--- src/design/setq_pkg.sv ---
// ---------------------------------------------------------------------------
// setq_pkg
// Shared widths, action codes and controller/datapath command and status
// types for the sorted event timer queue.
// ---------------------------------------------------------------------------
`default_nettype none

package setq_pkg;

   localparam int ACT_W = 2;
   localparam int LEN_W = 8;
   localparam int EVT_W = 8;
   localparam int SEC_W = 24;

   localparam logic [SEC_W-1:0] SEC_MAX = '1;

   typedef enum logic [ACT_W-1:0] {
      ACT_POLL   = 2'd0,
      ACT_ADD    = 2'd1,
      ACT_CANCEL = 2'd2,
      ACT_CLEAR  = 2'd3
   } setq_action_type;

   typedef struct packed {
      logic [SEC_W-1:0] end_sec;
      logic [EVT_W-1:0] event_id;
   } setq_slot_type;

   // controller -> datapath
   typedef struct packed {
      logic capture;   // latch the request item
      logic prep;      // tick counter, compute new end, reset scan state
      logic issue;     // read the slot at the scan address
      logic commit;    // apply add/pop and load the result register
   } setq_cmd_type;

   // datapath -> controller
   typedef struct packed {
      logic scan_last;
      logic is_clear;
      logic out_free;
   } setq_status_type;

endpackage

`default_nettype wire

--- src/design/setq_channels.sv ---
// ---------------------------------------------------------------------------
// setq channels
// Valid/ready request and response channels of the sorted event timer queue.
// ---------------------------------------------------------------------------
`default_nettype none

interface setq_req_if;
   logic                        valid;
   logic                        ready;
   logic [setq_pkg::ACT_W-1:0]  action;
   logic                        second_tick;
   logic [setq_pkg::LEN_W-1:0]  length_min;
   logic [setq_pkg::EVT_W-1:0]  event_id;

   modport source (output valid, action, second_tick, length_min, event_id,
                   input ready);
   modport sink   (input valid, action, second_tick, length_min, event_id,
                   output ready);
endinterface

interface setq_rsp_if;
   logic                        valid;
   logic                        ready;
   logic                        expired_valid;
   logic [setq_pkg::EVT_W-1:0]  expired_event;
   logic [setq_pkg::SEC_W-1:0]  next_remaining_sec;
   logic                        add_rejected;

   modport source (output valid, expired_valid, expired_event, next_remaining_sec,
                   add_rejected, input ready);
   modport sink   (input valid, expired_valid, expired_event, next_remaining_sec,
                   add_rejected, output ready);
endinterface

`default_nettype wire

--- src/design/setq_datapath.sv ---
// ---------------------------------------------------------------------------
// setq_datapath
// Slot memory, valid bits, seconds counter, sequential earliest-deadline scan
// and the result register.
// ---------------------------------------------------------------------------
`default_nettype none

module setq_datapath #(
   parameter int TIMER_SLOTS        = 16,
   parameter int SECONDS_PER_MINUTE = 60
) (
   input  wire logic                         clock,
   input  wire logic                         reset,
   input  wire logic [setq_pkg::ACT_W-1:0]   req_action,
   input  wire logic                         req_second_tick,
   input  wire logic [setq_pkg::LEN_W-1:0]   req_length_min,
   input  wire logic [setq_pkg::EVT_W-1:0]   req_event_id,
   input  wire setq_pkg::setq_cmd_type       cmd,
   output      setq_pkg::setq_status_type    stat,
   input  wire logic                         rsp_ready,
   output      logic                         rsp_valid,
   output      logic                         rsp_expired_valid,
   output      logic [setq_pkg::EVT_W-1:0]   rsp_expired_event,
   output      logic [setq_pkg::SEC_W-1:0]   rsp_next_remaining_sec,
   output      logic                         rsp_add_rejected
);
   import setq_pkg::*;

   localparam int IDX_W  = $clog2(TIMER_SLOTS);
   localparam int SPM_W  = $clog2(SECONDS_PER_MINUTE + 1);
   localparam int PROD_W = LEN_W + SPM_W;
   localparam int SUM_W  = ((PROD_W > SEC_W) ? PROD_W : SEC_W) + 1;

   // request latch
   setq_action_type  act_ff;
   logic             tick_ff;
   logic [LEN_W-1:0] len_ff;
   logic [EVT_W-1:0] evt_ff;

   // counter and new end
   logic [SEC_W-1:0]  cur_ff, cur_in;
   logic [SEC_W-1:0]  new_end_ff, new_end_in;
   logic [PROD_W-1:0] prod;
   logic [SUM_W-1:0]  sum;

   // slot store
   logic [TIMER_SLOTS-1:0] valid_ff, valid_in;
   setq_slot_type          slot_mem [TIMER_SLOTS];

   // scan pipeline
   logic [IDX_W-1:0] scan_addr_ff;
   logic             cmp_go_ff;
   logic [IDX_W-1:0] cmp_idx_ff;
   setq_slot_type    rd_ff;
   logic             cmp_slot_v, cmp_match, cmp_take, cmp_kill, cmp_free;

   // scan results
   logic             best_v_ff;
   logic [SEC_W-1:0] best_end_ff;
   logic [EVT_W-1:0] best_evt_ff;
   logic [IDX_W-1:0] best_idx_ff;
   logic             sec_v_ff;
   logic [SEC_W-1:0] sec_end_ff;
   logic             free_v_ff;
   logic [IDX_W-1:0] free_idx_ff;

   // finish
   logic             due, pop, store, src_v;
   logic [SEC_W-1:0] src_end, rem_in;

   // result register
   logic             out_valid_ff;
   logic             exp_v_ff;
   logic [EVT_W-1:0] exp_evt_ff;
   logic [SEC_W-1:0] rem_ff;
   logic             rej_ff;

   // ---------------- request latch
   always_ff @(posedge clock) begin
      if (cmd.capture) begin
         act_ff  <= setq_action_type'(req_action);
         tick_ff <= req_second_tick;
         len_ff  <= req_length_min;
         evt_ff  <= req_event_id;
      end
   end

   // ---------------- counter and new end second
   assign prod = PROD_W'(len_ff) * PROD_W'(SECONDS_PER_MINUTE);
   assign sum  = SUM_W'(cur_ff) + SUM_W'(prod);
   assign new_end_in = (sum > SUM_W'(SEC_MAX)) ? SEC_MAX : sum[SEC_W-1:0];

   always_comb begin
      cur_in = cur_ff;
      if (cmd.prep && act_ff == ACT_POLL && tick_ff && cur_ff != SEC_MAX) begin
         cur_in = cur_ff + SEC_W'(1);
      end
   end

   always_ff @(posedge clock) begin
      if (reset) begin
         cur_ff <= '0;
      end else begin
         cur_ff <= cur_in;
      end
   end

   always_ff @(posedge clock) begin
      if (cmd.prep) begin
         new_end_ff <= new_end_in;
      end
   end

   // ---------------- scan: read one slot per cycle, compare the registered slot
   assign cmp_slot_v = valid_ff[cmp_idx_ff];
   assign cmp_match  = (act_ff == ACT_CANCEL) && (rd_ff.event_id == evt_ff);
   assign cmp_take   = cmp_go_ff && cmp_slot_v && !cmp_match;
   assign cmp_kill   = cmp_go_ff && cmp_slot_v && cmp_match;
   assign cmp_free   = cmp_go_ff && !cmp_slot_v;

   always_ff @(posedge clock) begin
      if (cmd.issue) begin
         rd_ff <= slot_mem[scan_addr_ff];
      end
      if (cmd.commit && store) begin
         slot_mem[free_idx_ff] <= '{end_sec: new_end_ff, event_id: evt_ff};
      end
   end

   always_ff @(posedge clock) begin
      if (reset) begin
         scan_addr_ff <= '0;
         cmp_go_ff    <= 1'b0;
         best_v_ff    <= 1'b0;
         sec_v_ff     <= 1'b0;
         free_v_ff    <= 1'b0;
      end else begin
         cmp_go_ff <= cmd.issue;
         if (cmd.issue) begin
            cmp_idx_ff   <= scan_addr_ff;
            scan_addr_ff <= scan_addr_ff + IDX_W'(1);
         end
         if (cmd.prep) begin
            scan_addr_ff <= '0;
            best_v_ff    <= 1'b0;
            sec_v_ff     <= 1'b0;
            free_v_ff    <= 1'b0;
         end else begin
            // keep the two earliest; ascending scan with strict compare
            // leaves the lowest slot first on equal ends
            if (cmp_take) begin
               if (!best_v_ff || rd_ff.end_sec < best_end_ff) begin
                  sec_v_ff    <= best_v_ff;
                  sec_end_ff  <= best_end_ff;
                  best_v_ff   <= 1'b1;
                  best_end_ff <= rd_ff.end_sec;
                  best_evt_ff <= rd_ff.event_id;
                  best_idx_ff <= cmp_idx_ff;
               end else if (!sec_v_ff || rd_ff.end_sec < sec_end_ff) begin
                  sec_v_ff   <= 1'b1;
                  sec_end_ff <= rd_ff.end_sec;
               end
            end
            if (cmp_free && !free_v_ff) begin
               free_v_ff   <= 1'b1;
               free_idx_ff <= cmp_idx_ff;
            end
         end
      end
   end

   // ---------------- finish: pop or store, then time left to earliest
   assign due   = best_v_ff && (best_end_ff <= cur_ff);
   assign pop   = (act_ff == ACT_POLL) && due;
   assign store = (act_ff == ACT_ADD) && free_v_ff;

   always_comb begin
      src_v   = best_v_ff;
      src_end = best_end_ff;
      case (act_ff)
         ACT_POLL: begin
            if (due) begin
               src_v   = sec_v_ff;
               src_end = sec_end_ff;
            end
         end
         ACT_ADD: begin
            if (store && (!best_v_ff || new_end_ff < best_end_ff)) begin
               src_v   = 1'b1;
               src_end = new_end_ff;
            end
         end
         default: begin
         end
      endcase
   end

   assign rem_in = (src_v && src_end > cur_ff) ? (src_end - cur_ff) : '0;

   // ---------------- valid bits
   always_comb begin
      valid_in = valid_ff;
      if (cmd.prep && act_ff == ACT_CLEAR) begin
         valid_in = '0;
      end
      if (cmp_kill) begin
         valid_in[cmp_idx_ff] = 1'b0;
      end
      if (cmd.commit && pop) begin
         valid_in[best_idx_ff] = 1'b0;
      end
      if (cmd.commit && store) begin
         valid_in[free_idx_ff] = 1'b1;
      end
   end

   always_ff @(posedge clock) begin
      if (reset) begin
         valid_ff <= '0;
      end else begin
         valid_ff <= valid_in;
      end
   end

   // ---------------- result register
   always_ff @(posedge clock) begin
      if (reset) begin
         out_valid_ff <= 1'b0;
      end else if (cmd.commit) begin
         out_valid_ff <= 1'b1;
      end else if (rsp_ready) begin
         out_valid_ff <= 1'b0;
      end
   end

   always_ff @(posedge clock) begin
      if (cmd.commit) begin
         exp_v_ff   <= pop;
         exp_evt_ff <= pop ? best_evt_ff : '0;
         rem_ff     <= rem_in;
         rej_ff     <= (act_ff == ACT_ADD) && !free_v_ff;
      end
   end

   assign rsp_valid              = out_valid_ff;
   assign rsp_expired_valid      = exp_v_ff;
   assign rsp_expired_event      = exp_evt_ff;
   assign rsp_next_remaining_sec = rem_ff;
   assign rsp_add_rejected       = rej_ff;

   assign stat.scan_last = (scan_addr_ff == IDX_W'(TIMER_SLOTS - 1));
   assign stat.is_clear  = (act_ff == ACT_CLEAR);
   assign stat.out_free  = !out_valid_ff || rsp_ready;

   // ---------------- assertions
   a_store_sets_valid: assert property (@(posedge clock) disable iff (reset)
      (cmd.commit && store) |=> valid_ff[$past(free_idx_ff)])
      else $error("stored slot not marked valid");

   a_counter_monotonic: assert property (@(posedge clock) disable iff (reset)
      1'b1 |=> (cur_ff >= $past(cur_ff)))
      else $error("seconds counter went backward");

   a_result_exclusive: assert property (@(posedge clock) disable iff (reset)
      out_valid_ff |-> !(exp_v_ff && rej_ff))
      else $error("result reports both expiry and rejection");

   a_commit_when_free: assert property (@(posedge clock) disable iff (reset)
      cmd.commit |-> (!out_valid_ff || rsp_ready))
      else $error("result register overwritten before it was taken");

endmodule

`default_nettype wire

--- src/design/setq_ctrl.sv ---
// ---------------------------------------------------------------------------
// setq_ctrl
// Sequencer for one item: latch, prepare, scan all slots, drain the compare
// stage, then commit into the result register; clear skips scan and drain.
// ---------------------------------------------------------------------------
`default_nettype none

module setq_ctrl (
   input  wire logic                       clock,
   input  wire logic                       reset,
   input  wire logic                       req_valid,
   output      logic                       req_ready,
   input  wire setq_pkg::setq_status_type  stat,
   output      setq_pkg::setq_cmd_type     cmd
);
   import setq_pkg::*;

   typedef enum logic [2:0] {
      ST_IDLE,
      ST_PREP,
      ST_SCAN,
      ST_DRAIN,
      ST_FINISH
   } state_type;

   state_type state_ff;
   logic      ready_ff;

   always_ff @(posedge clock) begin
      if (reset) begin
         state_ff <= ST_IDLE;
         ready_ff <= 1'b1;
      end else begin
         case (state_ff)
            ST_IDLE: begin
               if (req_valid && ready_ff) begin
                  state_ff <= ST_PREP;
                  ready_ff <= 1'b0;
               end
            end
            ST_PREP: begin
               // clear needs no scan: the table is empty afterwards
               state_ff <= stat.is_clear ? ST_FINISH : ST_SCAN;
            end
            ST_SCAN: begin
               if (stat.scan_last) begin
                  state_ff <= ST_DRAIN;
               end
            end
            ST_DRAIN: begin
               state_ff <= ST_FINISH;
            end
            ST_FINISH: begin
               // hold until the result register can take the item
               if (stat.out_free) begin
                  state_ff <= ST_IDLE;
                  ready_ff <= 1'b1;
               end
            end
            default: begin
               state_ff <= ST_IDLE;
               ready_ff <= 1'b1;
            end
         endcase
      end
   end

   assign req_ready   = ready_ff;
   assign cmd.capture = (state_ff == ST_IDLE) && req_valid && ready_ff;
   assign cmd.prep    = (state_ff == ST_PREP);
   assign cmd.issue   = (state_ff == ST_SCAN);
   assign cmd.commit  = (state_ff == ST_FINISH) && stat.out_free;

endmodule

`default_nettype wire

--- src/design/sorted_event_timer_queue.sv ---
// ---------------------------------------------------------------------------
// sorted_event_timer_queue
// Earliest-deadline-first table of one-shot timers with a seconds counter.
//
// Usage: req_chan carries one action per item (poll, add, cancel, clear)
// with its tick, length and event id; rsp_chan returns exactly one result
// item per request: expired event, seconds to the earliest timer, and the
// add rejection flag. Both channels move an item when valid and ready are
// high at a rising clock edge.
// Sequence: the request is latched, then prepared, all slots are scanned,
// the compare stage drains and the item is committed into the result
// register; clear skips the scan and drain. The next request is taken only
// after that commit; the scan reads one slot of the slot memory per cycle.
// Stall: the finished result sits in an output register, so the next request
// is taken and worked on while it waits; that request's commit holds until
// the output register is free.
// Reset: synchronous, active high; the table is empty and the counter is 0.
// No clearing pass is needed, valid bits are flip-flops.
// ---------------------------------------------------------------------------
`default_nettype none

module sorted_event_timer_queue #(
   parameter int TIMER_SLOTS        = 16,
   parameter int SECONDS_PER_MINUTE = 60
) (
   input  wire logic   clock,
   input  wire logic   reset,
   setq_req_if.sink    req_chan,
   setq_rsp_if.source  rsp_chan
);
   import setq_pkg::*;

   setq_cmd_type    cmd;
   setq_status_type stat;

   setq_ctrl u_ctrl (
      .clock     (clock),
      .reset     (reset),
      .req_valid (req_chan.valid),
      .req_ready (req_chan.ready),
      .stat      (stat),
      .cmd       (cmd)
   );

   setq_datapath #(
      .TIMER_SLOTS        (TIMER_SLOTS),
      .SECONDS_PER_MINUTE (SECONDS_PER_MINUTE)
   ) u_datapath (
      .clock                  (clock),
      .reset                  (reset),
      .req_action             (req_chan.action),
      .req_second_tick        (req_chan.second_tick),
      .req_length_min         (req_chan.length_min),
      .req_event_id           (req_chan.event_id),
      .cmd                    (cmd),
      .stat                   (stat),
      .rsp_ready              (rsp_chan.ready),
      .rsp_valid              (rsp_chan.valid),
      .rsp_expired_valid      (rsp_chan.expired_valid),
      .rsp_expired_event      (rsp_chan.expired_event),
      .rsp_next_remaining_sec (rsp_chan.next_remaining_sec),
      .rsp_add_rejected       (rsp_chan.add_rejected)
   );

endmodule

`default_nettype wire
--- src/flat_wrapper.sv ---
// flat-port wrapper written by rule: the top's interface ports become plain ports
module sorted_event_timer_queue_flat import setq_pkg::*;
#(
   parameter int TIMER_SLOTS        = 16,
   parameter int SECONDS_PER_MINUTE = 60
)
  (clock, reset, req_chan_valid, req_chan_action, req_chan_second_tick, req_chan_length_min, req_chan_event_id, req_chan_ready, rsp_chan_valid, rsp_chan_expired_valid, rsp_chan_expired_event, rsp_chan_next_remaining_sec, rsp_chan_add_rejected, rsp_chan_ready);
  setq_req_if req_chan_i ();
  setq_rsp_if rsp_chan_i ();
  input  wire logic clock;
  input  wire logic reset;
  input wire logic [$bits(req_chan_i.valid)-1:0] req_chan_valid;
  input wire logic [$bits(req_chan_i.action)-1:0] req_chan_action;
  input wire logic [$bits(req_chan_i.second_tick)-1:0] req_chan_second_tick;
  input wire logic [$bits(req_chan_i.length_min)-1:0] req_chan_length_min;
  input wire logic [$bits(req_chan_i.event_id)-1:0] req_chan_event_id;
  output wire logic [$bits(req_chan_i.ready)-1:0] req_chan_ready;
  output wire logic [$bits(rsp_chan_i.valid)-1:0] rsp_chan_valid;
  output wire logic [$bits(rsp_chan_i.expired_valid)-1:0] rsp_chan_expired_valid;
  output wire logic [$bits(rsp_chan_i.expired_event)-1:0] rsp_chan_expired_event;
  output wire logic [$bits(rsp_chan_i.next_remaining_sec)-1:0] rsp_chan_next_remaining_sec;
  output wire logic [$bits(rsp_chan_i.add_rejected)-1:0] rsp_chan_add_rejected;
  input wire logic [$bits(rsp_chan_i.ready)-1:0] rsp_chan_ready;
  assign req_chan_i.valid = req_chan_valid;
  assign req_chan_i.action = req_chan_action;
  assign req_chan_i.second_tick = req_chan_second_tick;
  assign req_chan_i.length_min = req_chan_length_min;
  assign req_chan_i.event_id = req_chan_event_id;
  assign req_chan_ready = req_chan_i.ready;
  assign rsp_chan_valid = rsp_chan_i.valid;
  assign rsp_chan_expired_valid = rsp_chan_i.expired_valid;
  assign rsp_chan_expired_event = rsp_chan_i.expired_event;
  assign rsp_chan_next_remaining_sec = rsp_chan_i.next_remaining_sec;
  assign rsp_chan_add_rejected = rsp_chan_i.add_rejected;
  assign rsp_chan_i.ready = rsp_chan_ready;
  sorted_event_timer_queue #(.TIMER_SLOTS(TIMER_SLOTS), .SECONDS_PER_MINUTE(SECONDS_PER_MINUTE)) u_core (.clock(clock), .reset(reset), .req_chan(req_chan_i), .rsp_chan(rsp_chan_i));
endmodule
--- config.mk ---
export PLATFORM = sky130hd
export DESIGN_NAME = sorted_event_timer_queue_flat
export DESIGN_NICKNAME = d
export VERILOG_FILES = /design/src/design/setq_pkg.sv /design/src/design/setq_channels.sv /design/src/design/setq_datapath.sv /design/src/design/setq_ctrl.sv /design/src/design/sorted_event_timer_queue.sv /design/src/flat_wrapper.sv
export SDC_FILE = /design/constraint.sdc
export NUM_CORES = 1
export LEC_CHECK = 0
export ABC_AREA = 1
export BUFFER_PORTS_ARGS = -buffer_cell sky130_fd_sc_hd__buf_2
export CORE_MARGIN = 3
export CORE_UTILIZATION = 41
export DETAILED_ROUTE_END_ITERATION = 12
export GPL_TIMING_DRIVEN = 0
export PLACE_DENSITY = 0.59
export SYNTH_ARGS = -nofsm -noshare
export SYNTH_HDL_FRONTEND = slang
export SYNTH_HIERARCHICAL = 1
export SYNTH_SLANG_ARGS = --single-unit
--- constraint.sdc ---
create_clock -name clock -period 13.5 [get_ports clock]
set_input_delay 0.675 -clock clock [delete_from_list [all_inputs] [get_ports clock]]
set_output_delay 0.675 -clock clock [all_outputs]
set_load 0.01 [all_outputs]
# Word level (Yosys, flattened, before mapping)
# Memory sizes are Yosys's and may differ from the RTL's. A register that Yosys moved wholly into a read port is not among the register bits.
# Index checks and enable logic that the tools add are counted.
# word_totals
register_bits,198
mem_bits_rw,512
in_bits,23
out_inout_bits,36
word_cells,147
n_memories,1
# op_classes
n_addsub,4
mul,1
order_cmp,12
eq_ne,13
mux,34
bitwise_logic,8
reduce_logical,49
# memory_table
memory,depth,word_bits,rd,rd_clocked_by_memory_dff,write_ports,line,source
u_core.u_datapath.slot_mem,16,32,1,1,1,setq_datapath.sv:48,setq_slot_type slot_mem [TIMER_SLOTS];
# op_table
operator,count
24-bit two-way mux,4
24-bit less-than comparator,3
16-bit two-way mux,4
24-bit case mux with 2 select lines,1
16-bit bitwise AND,2
16-bit NOT,2
24-bit by 14-bit adder with 25-bit output,1
"25-bit by 24-bit > comparator with 1-bit output, second input constant",1
1-bit logical AND,25
"24-bit by 1-bit adder with 24-bit output, second input constant",1
24-bit > comparator,1
24-bit <= comparator,1
"24-bit != test, second input constant",1
24-bit subtractor,1
16-bit OR,1
"4-bit by 5-bit less-than comparator with 1-bit output, second input constant",3
3-bit case mux with 5 select lines,1
1-bit two-way mux,14
1-bit demux with 4-bit select,3
"4-bit by 1-bit >= comparator with 1-bit output, second input constant",3
"8-bit by 4-bit multiplier with 12-bit output, second input constant",1
3-bit two-way mux,4
3-bit AND reduction,3
8-bit equality test,1
other kinds (22),39

# Depth between registers and ports, before layout
# logic_depth
depth_word,11
depth_mapped,30
ltp_nobuf,29

# By module
# The synthesis kept the hierarchy.
# modules_own_cells
module,instances,cells_each,area_each_um2
setq_datapath,1,3283,35340.1
setq_ctrl,1,30,205.2

# Worst setup path before layout
# OpenSTA, ideal clock, no wires.
# synth_path
path_kind,register to register
from,register u_core.u_datapath.len_ff[3]
to,"register u_core.u_datapath.new_end_ff[10], data pin"
setup_ns,0.274
arrival_ns,4.206
required_ns,13.226
setup_slack_ns,9.020
path_stages_with_launch,25
cell_sequence,edfxtp_1 > inv_1 > fa_1 > fa_1 > inv_1 > ha_1 > a21oi_1 > nand2_1 > a21oi_1 > o21bai_1 > a21o_1 > a21oi_1 > xnor2_1 > ha_1 > nand2_1 > inv_1 > a21oi_1 > nor2_1 > nor2_1 > nand2_1 > xor2_1 > nor2_1 > nand4_4 > buf_6 > nand3_2
# synth_between
elab_chain_len,3
# synth_lines
item,line,source
from (decl),setq_datapath.sv:37,logic [LEN_W-1:0] len_ff;
from (signal assigned),setq_datapath.sv:83,len_ff <= req_length_min;
8-bit by 4-bit multiplier with 12-bit output *,setq_datapath.sv:89,assign prod = PROD_W'(len_ff) * PROD_W'(SECONDS_PER_MINUTE);
24-bit by 14-bit adder with 25-bit output *,setq_datapath.sv:90,assign sum = SUM_W'(cur_ff) + SUM_W'(prod);
25-bit by 24-bit > comparator with 1-bit output,setq_datapath.sv:91,assign new_end_in = (sum > SUM_W'(SEC_MAX)) ? SEC_MAX : sum[SEC_W-1:0];
to (signal assigned),setq_datapath.sv:110,new_end_ff <= new_end_in;
to (decl),setq_datapath.sv:42,"logic [SEC_W-1:0] new_end_ff, new_end_in;"
# Every way passes the cells marked *; elsewhere a longest branch is shown, timed or not.
# A chain may end at the register's enable or synchronous reset.

# Final worst setup path
# layout_path
from,register u_core.u_datapath.cur_ff[14]
to,"register u_core.u_datapath.rem_ff[3] (netlist: u_core/u_datapath/rsp_next_remaining_sec[3]), data pin"
# layout_between
elab_chain_len,6
elab_cells_between_ends,9
cone_classes,1 x add/sub; 2 x order compare; 4 x mux; 2 x reduce/logical
# layout_lines
item,line,source
from (decl),setq_datapath.sv:41,"logic [SEC_W-1:0] cur_ff, cur_in;"
from (signal assigned),setq_datapath.sv:104,cur_ff <= cur_in;
24-bit <= comparator,setq_datapath.sv:173,assign due = best_v_ff && (best_end_ff <= cur_ff);
1-bit logical AND,setq_datapath.sv:173,
24-bit two-way mux,setq_datapath.sv:182,if (due) begin
24-bit case mux with 2 select lines,setq_datapath.sv:180,case (act_ff)
24-bit > comparator,setq_datapath.sv:198,assign rem_in = (src_v && src_end > cur_ff) ? (src_end - cur_ff) : '0;
1-bit logical AND,setq_datapath.sv:198,
to (signal assigned),setq_datapath.sv:240,rem_ff <= rem_in;
to (decl),setq_datapath.sv:75,logic [SEC_W-1:0] rem_ff;
# Several ways; a longest one is shown, not always the timed one.

==> results.py <==
metrics = {
    "sta": {
        "tightest_slew_ps": 1179,
        "hold_viol": 0,
        "fin_crit_sh_pct": 40.64,
        "tns_ps": 0,
        "rsz0062_at_grt": "false",
        "finClkSkew_ps": 45.50,
        "fin_crit_ps": 5486,
        "setup_viol": 0,
        "drv_slew": 0,
        "fin_hold_ws_ps": 209.4,
        "slew_headroom_pct": 21.39,
        "max_freq_ghz": 0.1823,
    },
    "clock_network": {
        "htreeDepth": 3,
        "cts_tree": "done",
        "cts.clk_slew.worst_paths_ps": 60,
        "ctsResizeCount": 0,
        "cts-root-buf": "clkbuf_16",
        "cts_setup_buffers": 0,
        "cts_buffers": 79,
        "cts_buffer_depth": 3,
        "cts.sinks": 742,
        "holdBufCountCts": 0,
        "clk_latency_ps": 660,
    },
    "yosys": {
        "netlist_area_sq_mm": 0.03555,
        "synth_fa_ha_area_share_pct": 6.019,
        "synthCells": 3313,
        "async_flop_share_pct": 0,
        "synth_area_leaders": "edfxtp_1 58%, nor2_1 5.4%, ha_1 5.2%",
        "synth_top_family_by_area": "simple AND/OR/NAND/NOR gates",
        "synth_seq_area_share_pct": 61.19,
        "synth-simple-area-share_pct": 15.89,
        "synth-main-ff-cell": "edfxtp_1",
        "synth_seq_cells": 742,
        "syn-num-nets": 3498,
        "synth_compound_area_share_pct": 9.272,
        "synth_most_common_cell": "edfxtp_1",
        "synth_xor_area_share_pct": 1.207,
        "yosys.area.top_type": "edfxtp_1",
        "synthTopCellsByCount": "689 x edfxtp_1, 513 x nor2_1, 450 x nand2_1, 295 x inv_1, 224 x nand3_1",
        "ys_types": 46,
        "synth_edf_count": 689,
        "synth_area_per_cell_sq_um": 10.73,
        "synth_top_cell_area_share_pct": 58.21,
        "synth.area.mux_share_pct": 1.549,
        "yosysWarningCount": 6,
    },
    "run": {
        "cap_violations": 0,
    },
    "die": {
        "rows": 107,
        "core_sq_mm": 0.08555,
        "die_w_um": 300.4,
        "dieHeight_um": 300.4,
        "io_pins": 59,
        "initial_core_util_pct": 41.55,
        "die-area_sq_mm": 0.09026,
    },
    "placed_design": {
        "place.gp.congestion": 0.9060,
        "io_buffer_count": 58,
        "dp_hpwl_mm": 74.69,
        "placedCellCount": 4539,
    },
    "power": {
        "vdd_drop_max_uv": 95.35,
        "p_leak_nw": 14.84,
        "powerDensity_mw_per_mm2": 159.1,
        "power.total_mw": 6.421,
    },
    "min_path": {
        "min_path_type": "in2reg",
    },
    "grt": {
        "overflow": 0,
        "antenna_found_initial": 0,
        "grt.busiest_layer": "met2",
        "grtUsageMet3_pct": 5.263,
        "track_usage_pct": 23.21,
        "grt_use_met2_pct": 34.86,
        "grt_max_degree": 26,
        "grt_pass1_wl_mm": 155.8,
        "met1_usage_pct": 33.39,
        "grt_pass1_vias": 24520,
    },
    "finish": {
        "drive_above_1_share_pct": 7.703,
        "num-nets-final": 3661,
        "antenna_cells": 0,
        "final_cells": 4675,
        "syn_to_final_growth_pct": 13.53,
        "fillers": 7865,
    },
    "routing": {
        "drt_iter0_markers": 3210,
        "wl_per_cell_um": 22.61,
        "ant_nets": 0,
        "firstDrtPassIters": 7,
        "wl_mm": 105.7,
        "avgViaCountPerCell": 5.600,
        "drc_errors": 0,
        "vias": 26180,
    },
    "worst_setup_path": {
        "endpoint_kind": "flip-flop",
        "ff2ff_setup_slack_ps": 8010,
        "required_ps": 13860,
        "path_class": "reg2reg",
        "crit_arrival_ps": 5850,
        "crit_buf_inv": 5,
        "cp_slowest_cell": "dfxtp_1",
        "path_delay_family": "simple AND/OR/NAND/NOR gates",
        "path_max_fanout": 10,
        "critPathMaxStageDelay_ps": 520,
        "critPathLaunchType": "flip-flop",
    },
    "run_status": {
        "status": "complete, no violations",
    },
}
==> logic make-up (layout without fill, tap and decap cells) <==
| kind of cell | Yosys count | in the layout |
|---|---|---|
| xor+xnor | 49 | 49 |
| compound gates | 539 | 539 |
| flops | 742 | 742 |
| simple gates | 1320 | 1320 |
| buf+inv | 446 | 664 |
| fa+ha+maj | 162 | 162 |
| mux | 55 | 55 |
==> report_power, final <==
group          switching, mW  internal, mW
Sequential             0.253          2.74
Clock                  0.907          1.14
Combinational          0.890         0.484
==> metal layers <==
| layer | share of wire [%] | up-vias |
|---|---|---|
| li1 | - | 12080 |
| met1 | 44 | 12710 |
| met2 | 43 | 1215 |
| met3 | 9.9 | 184 |
| met4 | 3.1 | 0 |
| met5 | 0 | - |
==> cells in the final DEF, fill, tap and decap left out, drive strengths merged <==
master,netlist,final
edfxtp,689,689
nor2,520,520
nand2,454,454
inv,298,302
nand3,237,237
clkbuf,106,210
o21ai,192,192
a21oi,174,174
ha,147,147
buf,41,123
o32ai,73,73
nand4,58,58
o221ai,57,57
mux2i,55,55
dfxtp,53,53
xor2,32,32
nor3,26,26
clkinv,1,26
xnor2,17,17
fa,15,15
o211ai,12,12
and3,11,11
a22oi,8,8
o21a,7,7
nor4,6,6
nand3b,5,5
a21o,5,5
a31oi,4,4
o21bai,4,4
or2,3,3
a21boi,3,3
bufinv,0,2
clkinvlp,0,1
==> path summary, 6_finish.rpt <==
path	startpoint	to	cells past startpoint
hold reg to reg	u_core/u_datapath/rd_ff[1]$_DFFE_PP_	u_core/u_datapath/best_evt_ff[1]$_DFFE_PP_	0
hold / removal	req_chan_event_id[3]	u_core/u_datapath/evt_ff[3]$_DFFE_PP_	1
setup / recovery	u_core/u_datapath/cur_ff[14]$_SDFFE_PP0P_	u_core/u_datapath/rsp_next_remaining_sec[3]$_SDFFCE_PN0P_	27
setup reg to reg	u_core/u_datapath/cur_ff[14]$_SDFFE_PP0P_	u_core/u_datapath/rsp_next_remaining_sec[3]$_SDFFCE_PN0P_	27
==> cell type report <==
| class | count | area [sq um] | area share, % |
|---|---|---|---|
| plain buffers | 147 | 608.1 | 1.507 |
| clock buffers | 104 | 2102 | 5.209 |
| clock inverters | 32 | 299.0 | 0.7410 |
| inverters | 299 | 1122 | 2.781 |
| multi-input cells | 2125 | 12220 | 30.27 |
| flip-flops and latches | 742 | 21750 | 53.90 |
| well taps | 1144 | 1431 | 3.547 |
| repair buffers | 82 | 825.8 | 2.046 |
==> registers in the layout, summed over array words and instances (netlist names), 16 cells and up <==
signal                                    count
u_core/u_datapath/slot_mem                  512
u_core/u_datapath/cur_ff                     24
u_core/u_datapath/rsp_next_remaining_sec     24
u_core/u_datapath/sec_end_ff                 24
u_core/u_datapath/best_end_ff                24
u_core/u_datapath/valid_ff                   16
u_core/u_datapath/rd_ff                      32
u_core/u_datapath/new_end_ff                 24
==> through the flow <==
stage | util (%) | worst slack, ps | area (sq um)
floorplan | - | 9020 | 35550
global placement | 43.56 | 6690 | 37270
detailed placement | 44.37 | 8193 | 37960
CTS | 47.17 | 8133 | 40360
global route | 47.17 | 7672 | 40360
finish | 47.17 | 8014 | 40360
Power figures use the tool's default switching activity.
